===== config.mk =====
export PLATFORM = sky130hd
export DESIGN_NAME = tsp_branch_and_bound_search_unit
export DESIGN_NICKNAME = d
export VERILOG_FILES = /design/src/rtl/tspbb_pkg.sv /design/src/rtl/tspbb_ram.sv /design/src/rtl/tsp_branch_and_bound_search_unit.sv
export SDC_FILE = /design/constraint.sdc
export NUM_CORES = 1
export LEC_CHECK = 0
export BUFFER_PORTS_ARGS = -buffer_cell sky130_fd_sc_hd__buf_2
export CELL_PAD_IN_SITES_DETAIL_PLACEMENT = 1
export CELL_PAD_IN_SITES_GLOBAL_PLACEMENT = 2
export CORE_ASPECT_RATIO = 1.2
export CORE_MARGIN = 1.5
export CORE_UTILIZATION = 45
export CTS_CLUSTER_SIZE = 16
export DETAILED_ROUTE_END_ITERATION = 10
export PLACE_DENSITY_LB_ADDON = 0.1
export SETUP_SLACK_MARGIN = 0.3
export SLEW_MARGIN = 20
export SYNTH_ARGS = -nofsm -noshare
export SYNTH_HDL_FRONTEND = slang
export SYNTH_SLANG_ARGS = --single-unit

===== constraint.sdc =====
create_clock -name clk -period 10.61 [get_ports clk]
set_clock_uncertainty 0.15 [all_clocks]
set_input_delay 1.061 -clock clk [delete_from_list [all_inputs] [get_ports clk]]
set_output_delay 1.061 -clock clk [all_outputs]
set_load 0.05 [all_outputs]

===== src/rtl/tspbb_pkg.sv =====
package tspbb_pkg;

  // Fixed field widths of the two stream channels.
  localparam int unsigned IN_W   = 16;
  localparam int unsigned CITY_W = 3;
  localparam int unsigned COST_W = 20;
  localparam int unsigned OUT_W  = CITY_W + COST_W + 1;

  typedef logic [IN_W-1:0]  in_data_t;
  typedef logic [OUT_W-1:0] out_data_t;

endpackage


===== src/rtl/tspbb_ram.sv =====
module tspbb_ram #(
  parameter int unsigned WIDTH = 16,
  parameter int unsigned DEPTH = 16
) (
  input  logic                     clk,
  input  logic                     wr_en,
  input  logic [$clog2(DEPTH)-1:0] wr_addr,
  input  logic [WIDTH-1:0]         wr_data,
  input  logic [$clog2(DEPTH)-1:0] rd_addr,
  output logic [WIDTH-1:0]         rd_data
);

  logic [WIDTH-1:0] mem_r [DEPTH];
  logic [WIDTH-1:0] rd_data_r;

  // One write port and one registered read port.
  always_ff @(posedge clk) begin
    if (wr_en) begin
      mem_r[wr_addr] <= wr_data;
    end
    rd_data_r <= mem_r[rd_addr];
  end

  assign rd_data = rd_data_r;

endmodule


===== src/rtl/tsp_branch_and_bound_search_unit.sv =====
// Channel | Direction | Transaction contents
// in_     | slave     | one weight of the matrix, row-major order
// out_    | master    | one city of the best tour with its cost and found flag
//
// Loading writes each accepted weight to the store. After the last weight, a
// row-minimum pass reads every entry, then the search runs for a data-dependent
// time: each edge tried is read, each usable edge gets a bound compared with the
// best cost, each closing edge is read, and a used-up level returns to its parent.
// All weights go through one RAM read port.
// in_tready is low from the last weight until the last result is taken; the
// results then leave one per cycle while out_tready is high.
// Reset is synchronous and clears the sequencer; the matrix store is not cleared.
module tsp_branch_and_bound_search_unit #(
  parameter int unsigned CITIES      = 4,
  parameter int unsigned WEIGHT_BITS = 16
) (
  input  logic                       clk,
  input  logic                       rst_n,
  input  logic                       in_tvalid,
  output logic                       in_tready,
  input  tspbb_pkg::in_data_t        in_tdata,   // [15:0] weight
  output logic                       out_tvalid,
  input  logic                       out_tready,
  output tspbb_pkg::out_data_t       out_tdata,  // [2:0] city, [22:3] tour_cost, [23] found
  output logic                       out_tlast   // final_item
);
  import tspbb_pkg::*;

  localparam int unsigned CELLS = CITIES * CITIES;
  localparam int unsigned AW    = $clog2(CELLS);
  localparam int unsigned CIW   = $clog2(CITIES);
  localparam int unsigned NW    = $clog2(CITIES + 1);
  localparam int unsigned WB    = WEIGHT_BITS;
  localparam int unsigned SW    = WB + 5;
  localparam int unsigned CW    = WB + 6;

  localparam logic [3:0] S_LOAD = 4'd0;
  localparam logic [3:0] S_MRD  = 4'd1;
  localparam logic [3:0] S_MDAT = 4'd2;
  localparam logic [3:0] S_INIT = 4'd3;
  localparam logic [3:0] S_EDGE = 4'd4;
  localparam logic [3:0] S_EDAT = 4'd5;
  localparam logic [3:0] S_MSEL = 4'd6;
  localparam logic [3:0] S_BND  = 4'd7;
  localparam logic [3:0] S_CMP  = 4'd8;
  localparam logic [3:0] S_LEAF = 4'd9;
  localparam logic [3:0] S_LDAT = 4'd10;
  localparam logic [3:0] S_OUT  = 4'd11;

  localparam logic [WB:0] NONE_MIN = '1;

  logic [3:0]            state_r;
  logic [AW-1:0]         load_cnt_r;
  logic [CIW-1:0]        mrow_r, mcol_r;
  logic [AW-1:0]         mbase_r;
  logic [WB:0]           amin_r, bmin_r;
  logic [SW-1:0]         sum_r;
  logic [WB-1:0]         fmin_r [CITIES];
  logic [WB-1:0]         smin_r [CITIES];
  logic [CIW-1:0]        lvl_r;
  logic [CITIES-1:0]     visited_r;
  logic [CIW-1:0]        path_r [CITIES];
  logic signed [CW-1:0]  bound_r [CITIES];
  logic signed [CW-1:0]  wsum_r [CITIES];
  logic [NW-1:0]         next_r [CITIES];
  logic [WB-1:0]         edge_r;
  logic [WB-1:0]         m_r;
  logic signed [CW-1:0]  nb_r, nw_r;
  logic                  best_valid_r;
  logic signed [CW-1:0]  best_r;
  logic [CIW-1:0]        best_path_r [CITIES+1];
  logic [NW-1:0]         ocnt_r;

  logic                  ram_we;
  logic [AW-1:0]         ram_raddr;
  logic [WB-1:0]         ram_rdata;
  logic [WB-1:0]         w_in;
  logic [WB+IN_W-1:0]    w_ext;
  logic [WB:0]           v_ext, amin_nxt, bmin_nxt;
  logic [NW-1:0]         cur_i;
  logic [CIW-1:0]        cur_ic, prev_c;
  logic [CIW-1:0]        mm_idx;
  logic [WB-1:0]         mm_val;
  logic signed [CW-1:0]  edge_s, rd_s, leaf_tot;
  logic [CW+COST_W-1:0]  cost_ext;
  logic [CIW+CITY_W-1:0] city_ext;

  // Incoming weights are cut or widened to the stored weight width.
  assign w_ext = {{WB{1'b0}}, in_tdata};
  assign w_in  = w_ext[WB-1:0];
  assign ram_we = in_tvalid && in_tready;

  tspbb_ram #(
    .WIDTH (WB),
    .DEPTH (CELLS)
  ) u_weights (
    .clk     (clk),
    .wr_en   (ram_we),
    .wr_addr (load_cnt_r),
    .wr_data (w_in),
    .rd_addr (ram_raddr),
    .rd_data (ram_rdata)
  );

  // Current search indices.
  assign cur_i  = next_r[lvl_r];
  assign cur_ic = cur_i[CIW-1:0];
  assign prev_c = path_r[lvl_r - CIW'(1)];

  // Single read address into the weight store, chosen by the sequencer.
  always_comb begin
    unique case (state_r)
      S_MRD:   ram_raddr = mbase_r + AW'(mcol_r);
      S_LEAF:  ram_raddr = AW'(32'(cur_ic) * CITIES);
      default: ram_raddr = AW'(32'(prev_c) * CITIES + 32'(cur_ic));
    endcase
  end

  // First and second minimum update for one off-diagonal entry.
  always_comb begin
    v_ext    = {1'b0, ram_rdata};
    amin_nxt = amin_r;
    bmin_nxt = bmin_r;
    if (mcol_r != mrow_r) begin
      if (v_ext <= amin_r) begin
        bmin_nxt = amin_r;
        amin_nxt = v_ext;
      end else if (v_ext <= bmin_r && v_ext != amin_r) begin
        bmin_nxt = v_ext;
      end
    end
  end

  // One read of the row-minimum tables per cycle.
  assign mm_idx = (state_r == S_MSEL) ? prev_c : cur_ic;
  assign mm_val = (state_r == S_MSEL && lvl_r != CIW'(1)) ? smin_r[mm_idx] : fmin_r[mm_idx];

  assign edge_s   = CW'(signed'({1'b0, edge_r}));
  assign rd_s     = CW'(signed'({1'b0, ram_rdata}));
  assign leaf_tot = nw_r + rd_s;

  // Main sequencer.
  always_ff @(posedge clk) begin
    if (!rst_n) begin
      state_r      <= S_LOAD;
      load_cnt_r   <= '0;
      lvl_r        <= '0;
      visited_r    <= '0;
      best_valid_r <= 1'b0;
      ocnt_r       <= '0;
    end else begin
      unique case (state_r)
        S_LOAD: begin
          if (ram_we) begin
            if (load_cnt_r == AW'(CELLS - 1)) begin
              load_cnt_r <= '0;
              mrow_r     <= '0;
              mcol_r     <= '0;
              mbase_r    <= '0;
              amin_r     <= NONE_MIN;
              bmin_r     <= NONE_MIN;
              sum_r      <= '0;
              state_r    <= S_MRD;
            end else begin
              load_cnt_r <= load_cnt_r + AW'(1);
            end
          end
        end
        S_MRD: begin
          state_r <= S_MDAT;
        end
        S_MDAT: begin
          if (mcol_r == CIW'(CITIES - 1)) begin
            fmin_r[mrow_r] <= amin_nxt[WB-1:0];
            smin_r[mrow_r] <= bmin_nxt[WB-1:0];
            sum_r   <= sum_r + SW'(amin_nxt) + SW'(bmin_nxt);
            amin_r  <= NONE_MIN;
            bmin_r  <= NONE_MIN;
            mcol_r  <= '0;
            mrow_r  <= mrow_r + CIW'(1);
            mbase_r <= mbase_r + AW'(CITIES);
            state_r <= (mrow_r == CIW'(CITIES - 1)) ? S_INIT : S_MRD;
          end else begin
            amin_r  <= amin_nxt;
            bmin_r  <= bmin_nxt;
            mcol_r  <= mcol_r + CIW'(1);
            state_r <= S_MRD;
          end
        end
        S_INIT: begin
          bound_r[1]   <= CW'(signed'({1'b0, (sum_r + SW'(1)) >> 1}));
          wsum_r[1]    <= '0;
          next_r[1]    <= '0;
          path_r[0]    <= '0;
          lvl_r        <= CIW'(1);
          visited_r    <= CITIES'(1);
          best_valid_r <= 1'b0;
          state_r      <= S_EDGE;
        end
        S_EDGE: begin
          if (cur_i == NW'(CITIES)) begin
            if (lvl_r == CIW'(1)) begin
              ocnt_r  <= '0;
              state_r <= S_OUT;
            end else begin
              // Return to the parent level and try its next city.
              visited_r[path_r[lvl_r - CIW'(1)]] <= 1'b0;
              next_r[lvl_r - CIW'(1)] <= next_r[lvl_r - CIW'(1)] + NW'(1);
              lvl_r <= lvl_r - CIW'(1);
            end
          end else begin
            state_r <= S_EDAT;
          end
        end
        S_EDAT: begin
          if (ram_rdata == '0 || visited_r[cur_ic]) begin
            next_r[lvl_r] <= cur_i + NW'(1);
            state_r       <= S_EDGE;
          end else begin
            edge_r  <= ram_rdata;
            state_r <= S_MSEL;
          end
        end
        S_MSEL: begin
          m_r     <= mm_val;
          state_r <= S_BND;
        end
        S_BND: begin
          nb_r    <= bound_r[lvl_r] - CW'(({1'b0, m_r} + {1'b0, mm_val}) >> 1);
          nw_r    <= wsum_r[lvl_r] + edge_s;
          state_r <= S_CMP;
        end
        S_CMP: begin
          if (!best_valid_r || (nb_r + nw_r) < best_r) begin
            if (lvl_r == CIW'(CITIES - 1)) begin
              state_r <= S_LEAF;
            end else begin
              // Descend one level with the new city on the path.
              path_r[lvl_r]            <= cur_ic;
              visited_r[cur_ic]        <= 1'b1;
              bound_r[lvl_r + CIW'(1)] <= nb_r;
              wsum_r[lvl_r + CIW'(1)]  <= nw_r;
              next_r[lvl_r + CIW'(1)]  <= '0;
              lvl_r                    <= lvl_r + CIW'(1);
              state_r                  <= S_EDGE;
            end
          end else begin
            next_r[lvl_r] <= cur_i + NW'(1);
            state_r       <= S_EDGE;
          end
        end
        S_LEAF: begin
          state_r <= S_LDAT;
        end
        S_LDAT: begin
          // Close the tour back to city 0 and keep it on a strict improvement.
          if (ram_rdata != '0 && (!best_valid_r || leaf_tot < best_r)) begin
            best_r       <= leaf_tot;
            best_valid_r <= 1'b1;
            for (int k = 0; k < CITIES - 1; k++) begin
              best_path_r[k] <= path_r[k];
            end
            best_path_r[CITIES-1] <= cur_ic;
            best_path_r[CITIES]   <= '0;
          end
          next_r[lvl_r] <= cur_i + NW'(1);
          state_r       <= S_EDGE;
        end
        S_OUT: begin
          if (out_tready) begin
            if (out_tlast) begin
              state_r <= S_LOAD;
            end else begin
              ocnt_r <= ocnt_r + NW'(1);
            end
          end
        end
        default: begin
          state_r <= S_LOAD;
        end
      endcase
    end
  end

  // Result fields.
  assign cost_ext   = {{COST_W{1'b0}}, best_r};
  assign city_ext   = {{CITY_W{1'b0}}, best_path_r[ocnt_r]};
  assign in_tready  = (state_r == S_LOAD);
  assign out_tvalid = (state_r == S_OUT);
  assign out_tlast  = !best_valid_r || (ocnt_r == NW'(CITIES));

  always_comb begin
    if (best_valid_r) begin
      out_tdata = {1'b1, cost_ext[COST_W-1:0], city_ext[CITY_W-1:0]};
    end else begin
      out_tdata = '0;
    end
  end

endmodule

==> impl_metrics.yaml <==
routing:
  via_per_inst: 5.74
  drt_iter0_drc: 1372
  detail_route.wl_per_cell_um: 25.2
  postRouteAntennaNets: 0
  drc: 0
  first_pass_iters: 5
  via_count: 24700
  wl_mm: 108
synth:
  synth-async-reset-ratio_pct: 0
  syn_nets: 3264
  synth.distinct_cells: 76
  ys_ff_latch: 786
  synth_edf_count: 747
  ys.flop_type: "edfxtp_1"
  postSynthAreaPerCell_um2: 12.7
  syn_inst: 3027
  syn_area_mm2: 0.0386
  ys_seq_area_share_pct: 60.2
  synthTopCellsByArea: "edfxtp_1 58%, ha_1 6.3%, nand2_1 3.2%"
  synth_warnings: 0
  yosys.area.top_type_share_pct: 58.2
  synth_top_area_cell: "edfxtp_1"
final_layout:
  drive_gt1_share_pct: 10.9
  finalInstanceArea_mm2: 0.0431
  diodes: 0
  final_cells: 4297
  fin_nets: 3335
  syn2layout_area_growth_pct: 11.7
  fillers: 8608
grt:
  met2_usage_pct: 47.1
  grt_pass1_vias: 26500
  grt_max_degree: 96
  grt_overflow: 0
  antenna_found_initial: 9
  grtUsageMet1_pct: 28.7
  grt_pass1_wl_mm: 164
  use_met3_pct: 3.21
  grt_usage_pct: 25.1
  top_usage_layer: "met2"
timing:
  worst_pin_slew_ps: 1130
  rsz0062_at_grt: "no"
  fin_crit_sh_pct: 75.7
  finalMaxSlewViolations: 0
  period_needed_ps: 8030
  hold_viol_final: 0
  max_freq_ghz: 0.125
  setup-violations-final: 0
  tns_ps: 0
  slew_headroom_pct: 24.9
cts:
  cts-resized-gates: 0
  cts_buffers: 83
  clock_latency_ps: 670
  postCtsHoldBufs: 0
  cts.clk_slew.worst_paths_ps: 60
  cts_sinks: 786
  tritoncts: "yes"
  clockBufferDepth: 3
  cts_setup_buffers: 0
  ctsRootBufferMaster: "clkbuf_16"
  htree_levels: 3
critical_path:
  endpoint_kind: "register"
  critPathMaxFanout: 32
  cp_slowest_cell: "dfxtp_1"
  reg2reg_depth: 26
  crit_arrival_ps: 8280
  required_ps: 10860
  start_kind: "register"
  critPathKind: "register to register"
  critPathMaxStageDelay_ps: 720
floorplan:
  die_h_um: 324
  io_pins: 47
  start_util_pct: 45.4
  core-area_mm2: 0.0849
  fp.dieW_um: 270
  die-area_mm2: 0.0875
  rows: 117
job:
  cap_violations: 0
placed_design:
  dp_cells: 4143
  dpl_cell_area_mm2: 0.0404
  dp_hpwl_mm: 75.2
  io_buffers: 45
  gp_congestion: 0.826
power_and_ir_drop:
  p_leak_nw: 15.2
  ir_worst_vdd_mv: 0.185
  p_per_area_mw_per_mm2: 147
worst_hold_path:
  whs_path_depth: 2
  min_path_type: "register to register"
outcome:
  status: "finished, final reports clean"
==> logic make-up (layout without fill, tap and decap cells) <==
logic type	Yosys count	after routing	synth area share, %
AND/OR/NAND/NOR	837	837	10.4
multiplexers	116	116	4.96
other	1	1	0.00972
flip-flops	786	786	60.2
XOR/XNOR	121	121	2.75
adder cells (fa/ha/maj)	217	217	7.49
buffers and inverters	302	442	3.02
AO/OA/AOI/OAI	647	647	11.1
==> cell type report <==
cell class	instances	area, µm²	area share (%)
Sequential cell	786	23200	53.9
Multi-Input combinational cell	1939	14400	33.3
Clock buffer	103	2190	5.09
Tap cell	1130	1410	3.28
Timing Repair Buffer	113	736	1.71
Inverter	175	657	1.52
Clock inverter	51	512	1.19
==> state kept, by name, indices dropped and copies added (netlist names), 12 cells and up, named ones only <==
| signal | cells |
|---|---|
| smin_r | 64 |
| u_weights.rd_data | 16 |
| fmin_r | 64 |
| wsum_r | 88 |
| best_r | 22 |
| next_r | 12 |
| m_r | 16 |
| nb_r | 22 |
| nw_r | 22 |
| sum_r | 21 |
| amin_r | 17 |
| bmin_r | 17 |
| u_weights.mem_r | 256 |
| edge_r | 16 |
| bound_r | 88 |
==> metrics by stage <==
stage          hold slack [ps]  util, %  setup slack (ps)  total power [W]
4_1_cts                    340     50.7              2500          0.00638
3_5_place_dp               332     47.6              2600          0.00348
3_3_place_gp               315     47.6              2820          0.00348
6_report                   339     50.8              2580          0.00632
5_1_grt                    348     50.8              1790          0.00647
2_1_floorplan              271        -              3030          0.00346
==> power breakdown <==
group | total, W | leakage [nW] | internal (W) | switching [W]
clock | 0.00290 | 1.31 | 0.00164 | 0.00126
combinational | 0.0000410 | 7.27 | 0.00000852 | 0.0000325
sequential | 0.00338 | 6.64 | 0.00337 | 0.00000396
total | 0.00632 | 15.2 | 0.00502 | 0.00130
==> worst paths after layout <==
kind	startpoint	end	slack, ps
hold reg to reg	visited_r[3]	visited_r[3]	340
setup reg to reg	lvl_r[0]	nb_r[19]	2580
hold / removal	visited_r[3]	visited_r[3]	340
setup / recovery	lvl_r[0]	nb_r[19]	2580
==> cell usage after synthesis (all sizes together) (60+ instances only) <==
cell and instances:
a211oi 124, a21oi 125, and2 95, clkbuf 91
edfxtp 747, ha 194, inv 174, nand2 325
nand3 60, nor2 128, o21ai 122, xnor2 84
==> cells in the final DEF, fill, tap and decap left out, types with 32 or more instances in the layout <==
cell       netlist  final
edfxtp_1       747    747
nand2_1        325    324
ha_1           194    194
inv_1          174    174
a211oi_1       124    124
a21oi_1        125    123
o21ai_0        118    117
nor2_1         127    111
and2_1          94     93
xnor2_1         84     84
clkbuf_16        0     84
buf_4            2     68
nand3_1         60     60
nor2b_1         56     55
mux2i_1         54     54
mux4_2          51     51
a31oi_1         52     50
buf_2           13     45
a21o_1          43     43
nor3_1          44     38
xor2_1          37     37
dfxtp_1         39     37
nand2b_1        32     32
==> layer usage <==
metal | routed length (µm) | share of wire [%]
met3 | 3690 | 3.4
met2 | 57500 | 53
met4 | 4810 | 4.4
met1 | 42300 | 39
met5 | 0 | 0
==> worst max-delay path, delay by kind of cell (launching register included) <==
family	cells	cell delay (ps)
buffers and inverters	1	440
adder cells (fa/ha/maj)	3	1360
AO/OA/AOI/OAI	15	3670
XOR/XNOR	1	180
flip-flops	1	720
AND/OR/NAND/NOR	5	690
multiplexers	1	500
No activity file was read; power rests on OpenSTA's default activity.
